### src/rtl/qttf_pkg.sv
`timescale 1ns / 1ps

package qttf_pkg;

    localparam int QUAL_W = 8;
    localparam int POS_W  = 20;
    localparam int IDX_W  = 21;
    localparam int LEN_W  = 21;
    localparam int SUM_W  = 26;
    localparam int SCR_W  = 6;
    localparam int CFG_W  = 21;
    localparam int CIDX_W = 3;
    localparam int STAT_W = 3;

    // Saturation floor of the running sum, -2^25
    localparam logic signed [SUM_W-1:0] SUM_FLOOR = {1'b1, {(SUM_W-1){1'b0}}};

    // Configuration register indexes
    localparam logic [CIDX_W-1:0] CFG_LOW_THR  = 3'd0;
    localparam logic [CIDX_W-1:0] CFG_HIGH_THR = 3'd1;
    localparam logic [CIDX_W-1:0] CFG_MID_SCR  = 3'd2;
    localparam logic [CIDX_W-1:0] CFG_HIGH_SCR = 3'd3;
    localparam logic [CIDX_W-1:0] CFG_MIN_LEN  = 3'd4;
    localparam logic [CIDX_W-1:0] CFG_MIN_TRIM = 3'd5;

    // Status codes
    localparam logic [STAT_W-1:0] ST_TRIM       = 3'd0;
    localparam logic [STAT_W-1:0] ST_NOT_MUX    = 3'd1;
    localparam logic [STAT_W-1:0] ST_TOO_SHORT  = 3'd2;
    localparam logic [STAT_W-1:0] ST_EXCESSIVE  = 3'd3;
    localparam logic [STAT_W-1:0] ST_TOO_LITTLE = 3'd4;

endpackage

### src/rtl/quality_tail_trim_finder_unit.sv
// An accepted word at position 0 passes the input, read snapshot and result registers
// to o_out_valid. Throughput: one input word per cycle while o_in_stall is low; the
// running-sum update (add, compare with the minimum, select) sits between the input
// register and the read-state registers.
// Reset (synchronous, i_rst_n low): configuration returns to its defaults, read state
// to sum 0 / minimum -1, and all pipeline valids clear.
`timescale 1ns / 1ps

module quality_tail_trim_finder_unit (
    input  logic                               i_clk,
    input  logic                               i_rst_n,
    // configuration write port
    input  logic                               i_cfg_we,
    input  logic [qttf_pkg::CIDX_W-1:0]        i_cfg_index,
    input  logic [qttf_pkg::CFG_W-1:0]         i_cfg_data,
    // input channel
    input  logic                               i_in_valid,
    output logic                               o_in_stall,
    input  logic [qttf_pkg::QUAL_W-1:0]        i_qual_char,
    input  logic [qttf_pkg::POS_W-1:0]         i_position,
    input  logic                               i_first_of_read,
    input  logic                               i_mux_change_end,
    // result channel
    output logic                               o_out_valid,
    input  logic                               i_out_stall,
    output logic signed [qttf_pkg::IDX_W-1:0]  o_last_kept,
    output logic [qttf_pkg::STAT_W-1:0]        o_status
);

    // ------------------------------------------------------------------
    // Configuration registers
    // ------------------------------------------------------------------
    logic [qttf_pkg::QUAL_W-1:0] r_low_thr, r_high_thr;
    logic [qttf_pkg::SCR_W-1:0]  r_mid_scr, r_high_scr;
    logic [qttf_pkg::LEN_W-1:0]  r_min_len, r_min_trim;

    always_ff @(posedge i_clk) begin
        if (!i_rst_n) begin
            r_low_thr  <= 8'd40;
            r_high_thr <= 8'd45;
            r_mid_scr  <= 6'd1;
            r_high_scr <= 6'd10;
            r_min_len  <= 21'd100;
            r_min_trim <= 21'd5;
        end else if (i_cfg_we) begin
            case (i_cfg_index)
                qttf_pkg::CFG_LOW_THR:  r_low_thr  <= i_cfg_data[qttf_pkg::QUAL_W-1:0];
                qttf_pkg::CFG_HIGH_THR: r_high_thr <= i_cfg_data[qttf_pkg::QUAL_W-1:0];
                qttf_pkg::CFG_MID_SCR:  r_mid_scr  <= i_cfg_data[qttf_pkg::SCR_W-1:0];
                qttf_pkg::CFG_HIGH_SCR: r_high_scr <= i_cfg_data[qttf_pkg::SCR_W-1:0];
                qttf_pkg::CFG_MIN_LEN:  r_min_len  <= i_cfg_data[qttf_pkg::LEN_W-1:0];
                qttf_pkg::CFG_MIN_TRIM: r_min_trim <= i_cfg_data[qttf_pkg::LEN_W-1:0];
                default: ;  // unused indexes are ignored
            endcase
        end
    end

    // ------------------------------------------------------------------
    // Pipeline flow control
    // s1: input register, s2: finished read (index, length, mux flag),
    // out: result register with status. Each stage moves when the next
    // one is empty or emptying this cycle.
    // ------------------------------------------------------------------
    logic r_v1, r_v2, r_ov;
    logic w_out_free, w_s2_ready, w_adv1, w_adv2, w_in_acc, w_emit;

    assign w_out_free = !r_ov || !i_out_stall;
    assign w_adv2     = r_v2 && w_out_free;
    assign w_s2_ready = !r_v2 || w_out_free;
    assign w_adv1     = r_v1 && w_s2_ready;
    assign o_in_stall = r_v1 && !w_s2_ready;
    assign w_in_acc   = i_in_valid && !o_in_stall;

    // ------------------------------------------------------------------
    // Stage 1: input register
    // ------------------------------------------------------------------
    logic [qttf_pkg::QUAL_W-1:0] r_s1_qual;
    logic [qttf_pkg::POS_W-1:0]  r_s1_pos;
    logic                        r_s1_first, r_s1_mux;

    always_ff @(posedge i_clk) begin
        if (!i_rst_n) begin
            r_v1 <= 1'b0;
        end else if (w_in_acc) begin
            r_v1 <= 1'b1;
        end else if (w_adv1) begin
            r_v1 <= 1'b0;
        end
    end

    always_ff @(posedge i_clk) begin
        if (w_in_acc) begin
            r_s1_qual  <= i_qual_char;
            r_s1_pos   <= i_position;
            r_s1_first <= i_first_of_read;
            r_s1_mux   <= i_mux_change_end;
        end
    end

    // ------------------------------------------------------------------
    // Read state update: scoring, running sum and minimum, argmin.
    // A first word restarts the read before being scored itself.
    // ------------------------------------------------------------------
    logic signed [qttf_pkg::SUM_W-1:0] r_sum, r_min;
    logic signed [qttf_pkg::IDX_W-1:0] r_best;
    logic [qttf_pkg::LEN_W-1:0]        r_len;
    logic                              r_stop, r_mux;

    logic signed [qttf_pkg::SUM_W-1:0] n_sum, n_min, w_b_sum, w_b_min, w_add, w_pos_ext;
    logic signed [qttf_pkg::IDX_W-1:0] n_best, w_b_best, w_pos_m1;
    logic [qttf_pkg::LEN_W-1:0]        n_len;
    logic                              n_stop, n_mux, w_b_stop;

    always_comb begin
        w_pos_ext = $signed({{(qttf_pkg::SUM_W-qttf_pkg::POS_W){1'b0}}, r_s1_pos});
        w_pos_m1  = $signed({1'b0, r_s1_pos}) - 21'sd1;

        w_b_sum  = r_s1_first ? '0 : r_sum;
        w_b_min  = r_s1_first ? -26'sd1 : r_min;
        w_b_best = r_s1_first ? $signed({1'b0, r_s1_pos}) : r_best;
        w_b_stop = r_s1_first ? 1'b0 : r_stop;
        n_len    = r_s1_first ? ({1'b0, r_s1_pos} + 21'd1) : r_len;
        n_mux    = r_s1_first ? r_s1_mux : r_mux;

        if (r_s1_qual <= r_low_thr) begin
            w_add = -26'sd1;
        end else if (r_s1_qual <= r_high_thr) begin
            w_add = $signed({{(qttf_pkg::SUM_W-qttf_pkg::SCR_W){1'b0}}, r_mid_scr});
        end else begin
            w_add = $signed({{(qttf_pkg::SUM_W-qttf_pkg::SCR_W){1'b0}}, r_high_scr});
        end

        n_sum  = w_b_sum;
        n_min  = w_b_min;
        n_best = w_b_best;
        n_stop = w_b_stop;
        if (!w_b_stop) begin
            // sum saturates at the floor on a low score
            if (w_add[qttf_pkg::SUM_W-1] && (w_b_sum <= qttf_pkg::SUM_FLOOR)) begin
                n_sum = qttf_pkg::SUM_FLOOR;
            end else begin
                n_sum = w_b_sum + w_add;
            end
            if (n_sum <= w_b_min) begin
                n_min  = n_sum;
                n_best = w_pos_m1;
            end
            n_stop = (n_sum > w_pos_ext);
        end
    end

    assign w_emit = (r_s1_pos == '0);

    always_ff @(posedge i_clk) begin
        if (!i_rst_n) begin
            r_sum  <= '0;
            r_min  <= -26'sd1;
            r_best <= '0;
            r_len  <= '0;
            r_stop <= 1'b0;
            r_mux  <= 1'b0;
        end else if (w_adv1) begin
            r_sum  <= n_sum;
            r_min  <= n_min;
            r_best <= n_best;
            r_len  <= n_len;
            r_stop <= n_stop;
            r_mux  <= n_mux;
        end
    end

    // ------------------------------------------------------------------
    // Stage 2: snapshot of a finished read
    // ------------------------------------------------------------------
    logic signed [qttf_pkg::IDX_W-1:0] r_s2_idx;
    logic [qttf_pkg::LEN_W-1:0]        r_s2_len;
    logic                              r_s2_mux;

    always_ff @(posedge i_clk) begin
        if (!i_rst_n) begin
            r_v2 <= 1'b0;
        end else if (w_adv1 && w_emit) begin
            r_v2 <= 1'b1;
        end else if (w_adv2) begin
            r_v2 <= 1'b0;
        end
    end

    always_ff @(posedge i_clk) begin
        if (w_adv1 && w_emit) begin
            r_s2_idx <= n_best;
            r_s2_len <= n_len;
            r_s2_mux <= n_mux;
        end
    end

    // ------------------------------------------------------------------
    // Status: 10*(idx+1) <= 3*len is the fixed-point form of the 0.3 rule;
    // both products are shift-and-add.
    // ------------------------------------------------------------------
    logic signed [21:0] w_idx_p1;
    logic signed [26:0] w_idx_ext, w_lhs, w_rhs;
    logic signed [22:0] w_lim, w_idx23;
    logic [qttf_pkg::STAT_W-1:0] n_status;

    always_comb begin
        w_idx_p1  = $signed({r_s2_idx[qttf_pkg::IDX_W-1], r_s2_idx}) + 22'sd1;
        w_idx_ext = $signed({{5{w_idx_p1[21]}}, w_idx_p1});
        w_lhs     = (w_idx_ext <<< 3) + (w_idx_ext <<< 1);
        w_rhs     = $signed({6'b0, r_s2_len} << 1) + $signed({6'b0, r_s2_len});
        w_lim     = $signed({2'b0, r_s2_len}) - $signed({2'b0, r_min_trim});
        w_idx23   = $signed({{2{r_s2_idx[qttf_pkg::IDX_W-1]}}, r_s2_idx});

        if (!r_s2_mux) begin
            n_status = qttf_pkg::ST_NOT_MUX;
        end else if (r_s2_len < r_min_len) begin
            n_status = qttf_pkg::ST_TOO_SHORT;
        end else if (w_lhs <= w_rhs) begin
            n_status = qttf_pkg::ST_EXCESSIVE;
        end else if (w_idx23 >= w_lim) begin
            n_status = qttf_pkg::ST_TOO_LITTLE;
        end else begin
            n_status = qttf_pkg::ST_TRIM;
        end
    end

    // ------------------------------------------------------------------
    // Result register
    // ------------------------------------------------------------------
    logic signed [qttf_pkg::IDX_W-1:0] r_out_idx;
    logic [qttf_pkg::STAT_W-1:0]       r_out_status;

    always_ff @(posedge i_clk) begin
        if (!i_rst_n) begin
            r_ov <= 1'b0;
        end else if (w_adv2) begin
            r_ov <= 1'b1;
        end else if (!i_out_stall) begin
            r_ov <= 1'b0;
        end
    end

    always_ff @(posedge i_clk) begin
        if (w_adv2) begin
            r_out_idx    <= r_s2_idx;
            r_out_status <= n_status;
        end
    end

    assign o_out_valid = r_ov;
    assign o_last_kept = r_out_idx;
    assign o_status    = r_out_status;

endmodule

### config.mk
export PLATFORM = sky130hd
export DESIGN_NAME = quality_tail_trim_finder_unit
export DESIGN_NICKNAME = d
export VERILOG_FILES = /design/src/rtl/qttf_pkg.sv /design/src/rtl/quality_tail_trim_finder_unit.sv
export SDC_FILE = /design/constraint.sdc
export NUM_CORES = 1
export LEC_CHECK = 0
export BUFFER_PORTS_ARGS = -buffer_cell sky130_fd_sc_hd__buf_2
export CAP_MARGIN = 5
export CORE_MARGIN = 3
export CORE_UTILIZATION = 50
export DETAILED_ROUTE_END_ITERATION = 6
export MAX_ROUTING_LAYER = met4
export PLACE_DENSITY = 0.72
export SLEW_MARGIN = 20
export SYNTH_ARGS = -nofsm -noshare
export SYNTH_HDL_FRONTEND = slang
export SYNTH_SLANG_ARGS = --single-unit
export TNS_END_PERCENT = 5
### constraint.sdc
create_clock -name i_clk -period 12.6 [get_ports i_clk]
set_input_delay 1.89 -clock i_clk [delete_from_list [all_inputs] [get_ports i_clk]]
set_output_delay 1.89 -clock i_clk [all_outputs]
set_load 0.02 [all_outputs]
==> impl_metrics.ini <==
[run_status]
outcome = finished clean

[power_and_ir_drop]
power.leakage_uw = 0.00845
ir_drop_uv = 104
power.total_uw = 2330
power_density_mw_per_mm2 = 117

[timing]
fin_ws_ns = 4.51
finalMaxSlewViolations = 0
tns_ns = 0
timing.slew.headroom = 0.257
worstMarginPinSlew_ns = 1.11
post-route-min-period_ns = 8.09
max_freq_mhz = 124
rsz0062_at_grt = false
fin_crit_sh = 0.642
fin_skew_ns = 0.0114
setup_viol = 0
final_hold_viol_count = 0

[global_routing]
grt_max_degree = 79
grt.total_usage = 0.259
grt_pass1_vias = 15000
antenna_found_initial = 0
overflow = 0
grt_pass1_wl_um = 79000

[yosys]
synthAdderAreaFrac = 0.156
synth_xor_xnor_area_share = 0.0528
synth.avg_cell_area_um2 = 8.56
ys_ff_latch = 266
synthMuxAreaShare = 0.0120
yosys_warnings = 0
synth_edf_count = 97
syn_area_mm2 = 0.0181
yosys.area_share.simple = 0.184
ys_seq_area_frac = 0.348
synth_cell_types = 78
syn_nets = 2394
synth-compound-area-share = 0.203
synth_top_family_by_area = compound AO/OA/AOI/OAI gates
synthFlopType = dfxtp_1
async_flop_share = 0
syn_inst = 2112

[detailed_routing]
viasPerCell = 5.93
ant_nets = 0
drtPass1Iterations = 5
drc = 0
drt_iter0_drc = 1257
drt_wl_total_um = 49700
vias = 15700
wire_per_inst_um = 18.8

[worst_setup_path]
max_stage_delay_ns = 0.99
arrival_ns = 8.59
critPathBufInv = 0
crit_type = reg2reg
slowest_stage = nor3_4
cp-end-kind = flop
crit_required_ns = 13.10
critical-path-top-delay-family = compound AO/OA/AOI/OAI gates
path_max_fanout = 26
crit_path_frequent_cell = a21oi_1
cp-start-kind = flop

[floorplan]
dieArea_mm2 = 0.0385
initial_core_util = 0.516
core_area_mm2 = 0.0351
num_rows = 68
die_y_um = 196
die_w_um = 196
io-pin-count = 85

[clocking]
path_clk_slew_ns = 0.06
cts_buffers = 30
insertion_delay_ns = 0.56
hold_buffers = 0
ctsResizeCount = 0
h-tree-depth = 1
cts_root_buf = clkbuf_16
cts_setup_buffers = 0
cts.sinks = 266
cts_tree = built
cts_buffer_depth = 3

[worst_hold_path]
hold_path_class = reg2reg

[layout]
n_fill_cell = 3200
diodes = 0
final_cells = 2642
finalCoreUtilization = 0.567
final_nets = 2445
drive_above_1_share = 0.0896
area_growth_syn_to_layout_pct = 10.0

[place]
preCtsSetupSlack_ns = 4.66
hpwlAfterDp_um = 36800
place.gp.congestion = 0.974
port-buffer-count = 84
dpl.cell_count = 2586

[job]
maxCapViolCount = 0
-- final timing paths --
path | from | to | slack, ns | depth (start not counted)
worst max-delay path | r_s1_qual[1] | r_best[10] | 4.51 | 30
worst min-delay path | r_sum[17] | r_sum[17] | 0.45 | 2
worst max register to register | r_s1_qual[1] | r_best[10] | 4.51 | 30
worst min register to register | r_sum[17] | r_sum[17] | 0.45 | 2
-- synth_stat cells, drive strengths merged (11+ instances only) --
master / number / share of area
or3: 15 / 0.0052
a211o: 13 / 0.0063
dfxtp: 169 / 0.19
nand2b: 15 / 0.0052
mux2i: 18 / 0.010
ha: 219 / 0.15
nand4: 36 / 0.012
buf: 17 / 0.0055
inv: 120 / 0.025
a221o: 13 / 0.0072
nor3: 46 / 0.013
clkbuf: 63 / 0.013
nor2b: 47 / 0.016
a21o: 75 / 0.031
nor4: 13 / 0.0045
xor2: 42 / 0.020
xnor2: 67 / 0.032
o21ai: 80 / 0.023
nor2: 150 / 0.032
a21oi: 227 / 0.063
nand3: 52 / 0.014
o22ai: 24 / 0.0083
and3: 20 / 0.0072
o21bai: 14 / 0.0058
o211ai: 15 / 0.0062
o21a: 15 / 0.0062
a211oi: 12 / 0.0050
o221a: 11 / 0.0069
nand2: 301 / 0.063
a31oi: 11 / 0.0038
edfxtp: 97 / 0.16
-- worst reg2reg max path: cells and delay by family, from the launching register on --
kind,cells,cell delay [ns]
AO/OA/AOI/OAI,16,3.24
AND/OR/NAND/NOR,7,2.32
multiplexers,3,0.98
adder cells (fa/ha/maj),3,0.90
flip-flops,1,0.40
XOR/XNOR,1,0.19
-- where the power goes --
part	switching [uW]	internal, uW	leakage (uW)	total [uW]
Sequential	32.1	935	0.00228	967
Combinational	319	178	0.00568	497
Clock	353	512	0.000484	865
-- sequential cells by signal, indices dropped and copies added, names as in the netlist, 3 cells and up --
register and cells:
o_last_kept 21, o_status 3, r_best 21, r_high_scr 6, r_high_thr 8, r_len 21
r_low_thr 8, r_mid_scr 6, r_min 26, r_min_len 21, r_min_trim 21, r_s1_pos 20
r_s1_qual 8, r_s2_idx 21, r_s2_len 21, r_sum 26
-- cells in the final DEF, fill, tap and decap left out, drive strengths merged, types with 18 or more instances in the layout --
master / netlist / layout
inv: 120 / 120
edfxtp: 97 / 97
clkbuf: 63 / 41
dfxtp: 169 / 169
buf: 17 / 99
xnor2: 67 / 67
and3: 20 / 20
xor2: 42 / 42
o22ai: 24 / 24
a21o: 75 / 75
nor3: 46 / 46
nor2: 150 / 150
nand4: 36 / 36
mux2i: 18 / 18
nand2: 301 / 301
o21ai: 80 / 80
nor2b: 47 / 47
a21oi: 227 / 227
ha: 219 / 219
nand3: 52 / 52
-- logic make-up (layout without fill, tap and decap cells) --
logic type,count (synthesis),count (layout)
buffers and inverters,203,278
flip-flops,266,266
XOR/XNOR,109,109
adder cells (fa/ha/maj),223,223
AND/OR/NAND/NOR,722,722
multiplexers,21,21
AO/OA/AOI/OAI,568,568
-- final cells by class --
type / instances / area (um^2) / area share
clock inverters: 15 / 109 / 0.00547
flip-flops and latches: 266 / 6300 / 0.317
multi-input cells: 1643 / 11000 / 0.555
well taps: 455 / 569 / 0.0286
repair buffers: 99 / 533 / 0.0268
inverters: 123 / 463 / 0.0233
clock buffers: 41 / 886 / 0.0445
-- metrics by stage --
step / hold WS, ns / cell area, um^2
floorplan: 0.432 / 18100
global placement: 0.439 / 18900
detailed placement: 0.447 / 18900
CTS: 0.455 / 19900
global route: 0.468 / 19900
finish: 0.453 / 19900
-- metal layers --
metal  track usage  wire length, um
met5             -                0
met4        0.0668             1260
met1         0.333            22000
met2         0.439            24100
met3        0.0256             2360
(Power assumes the default switching activity.)
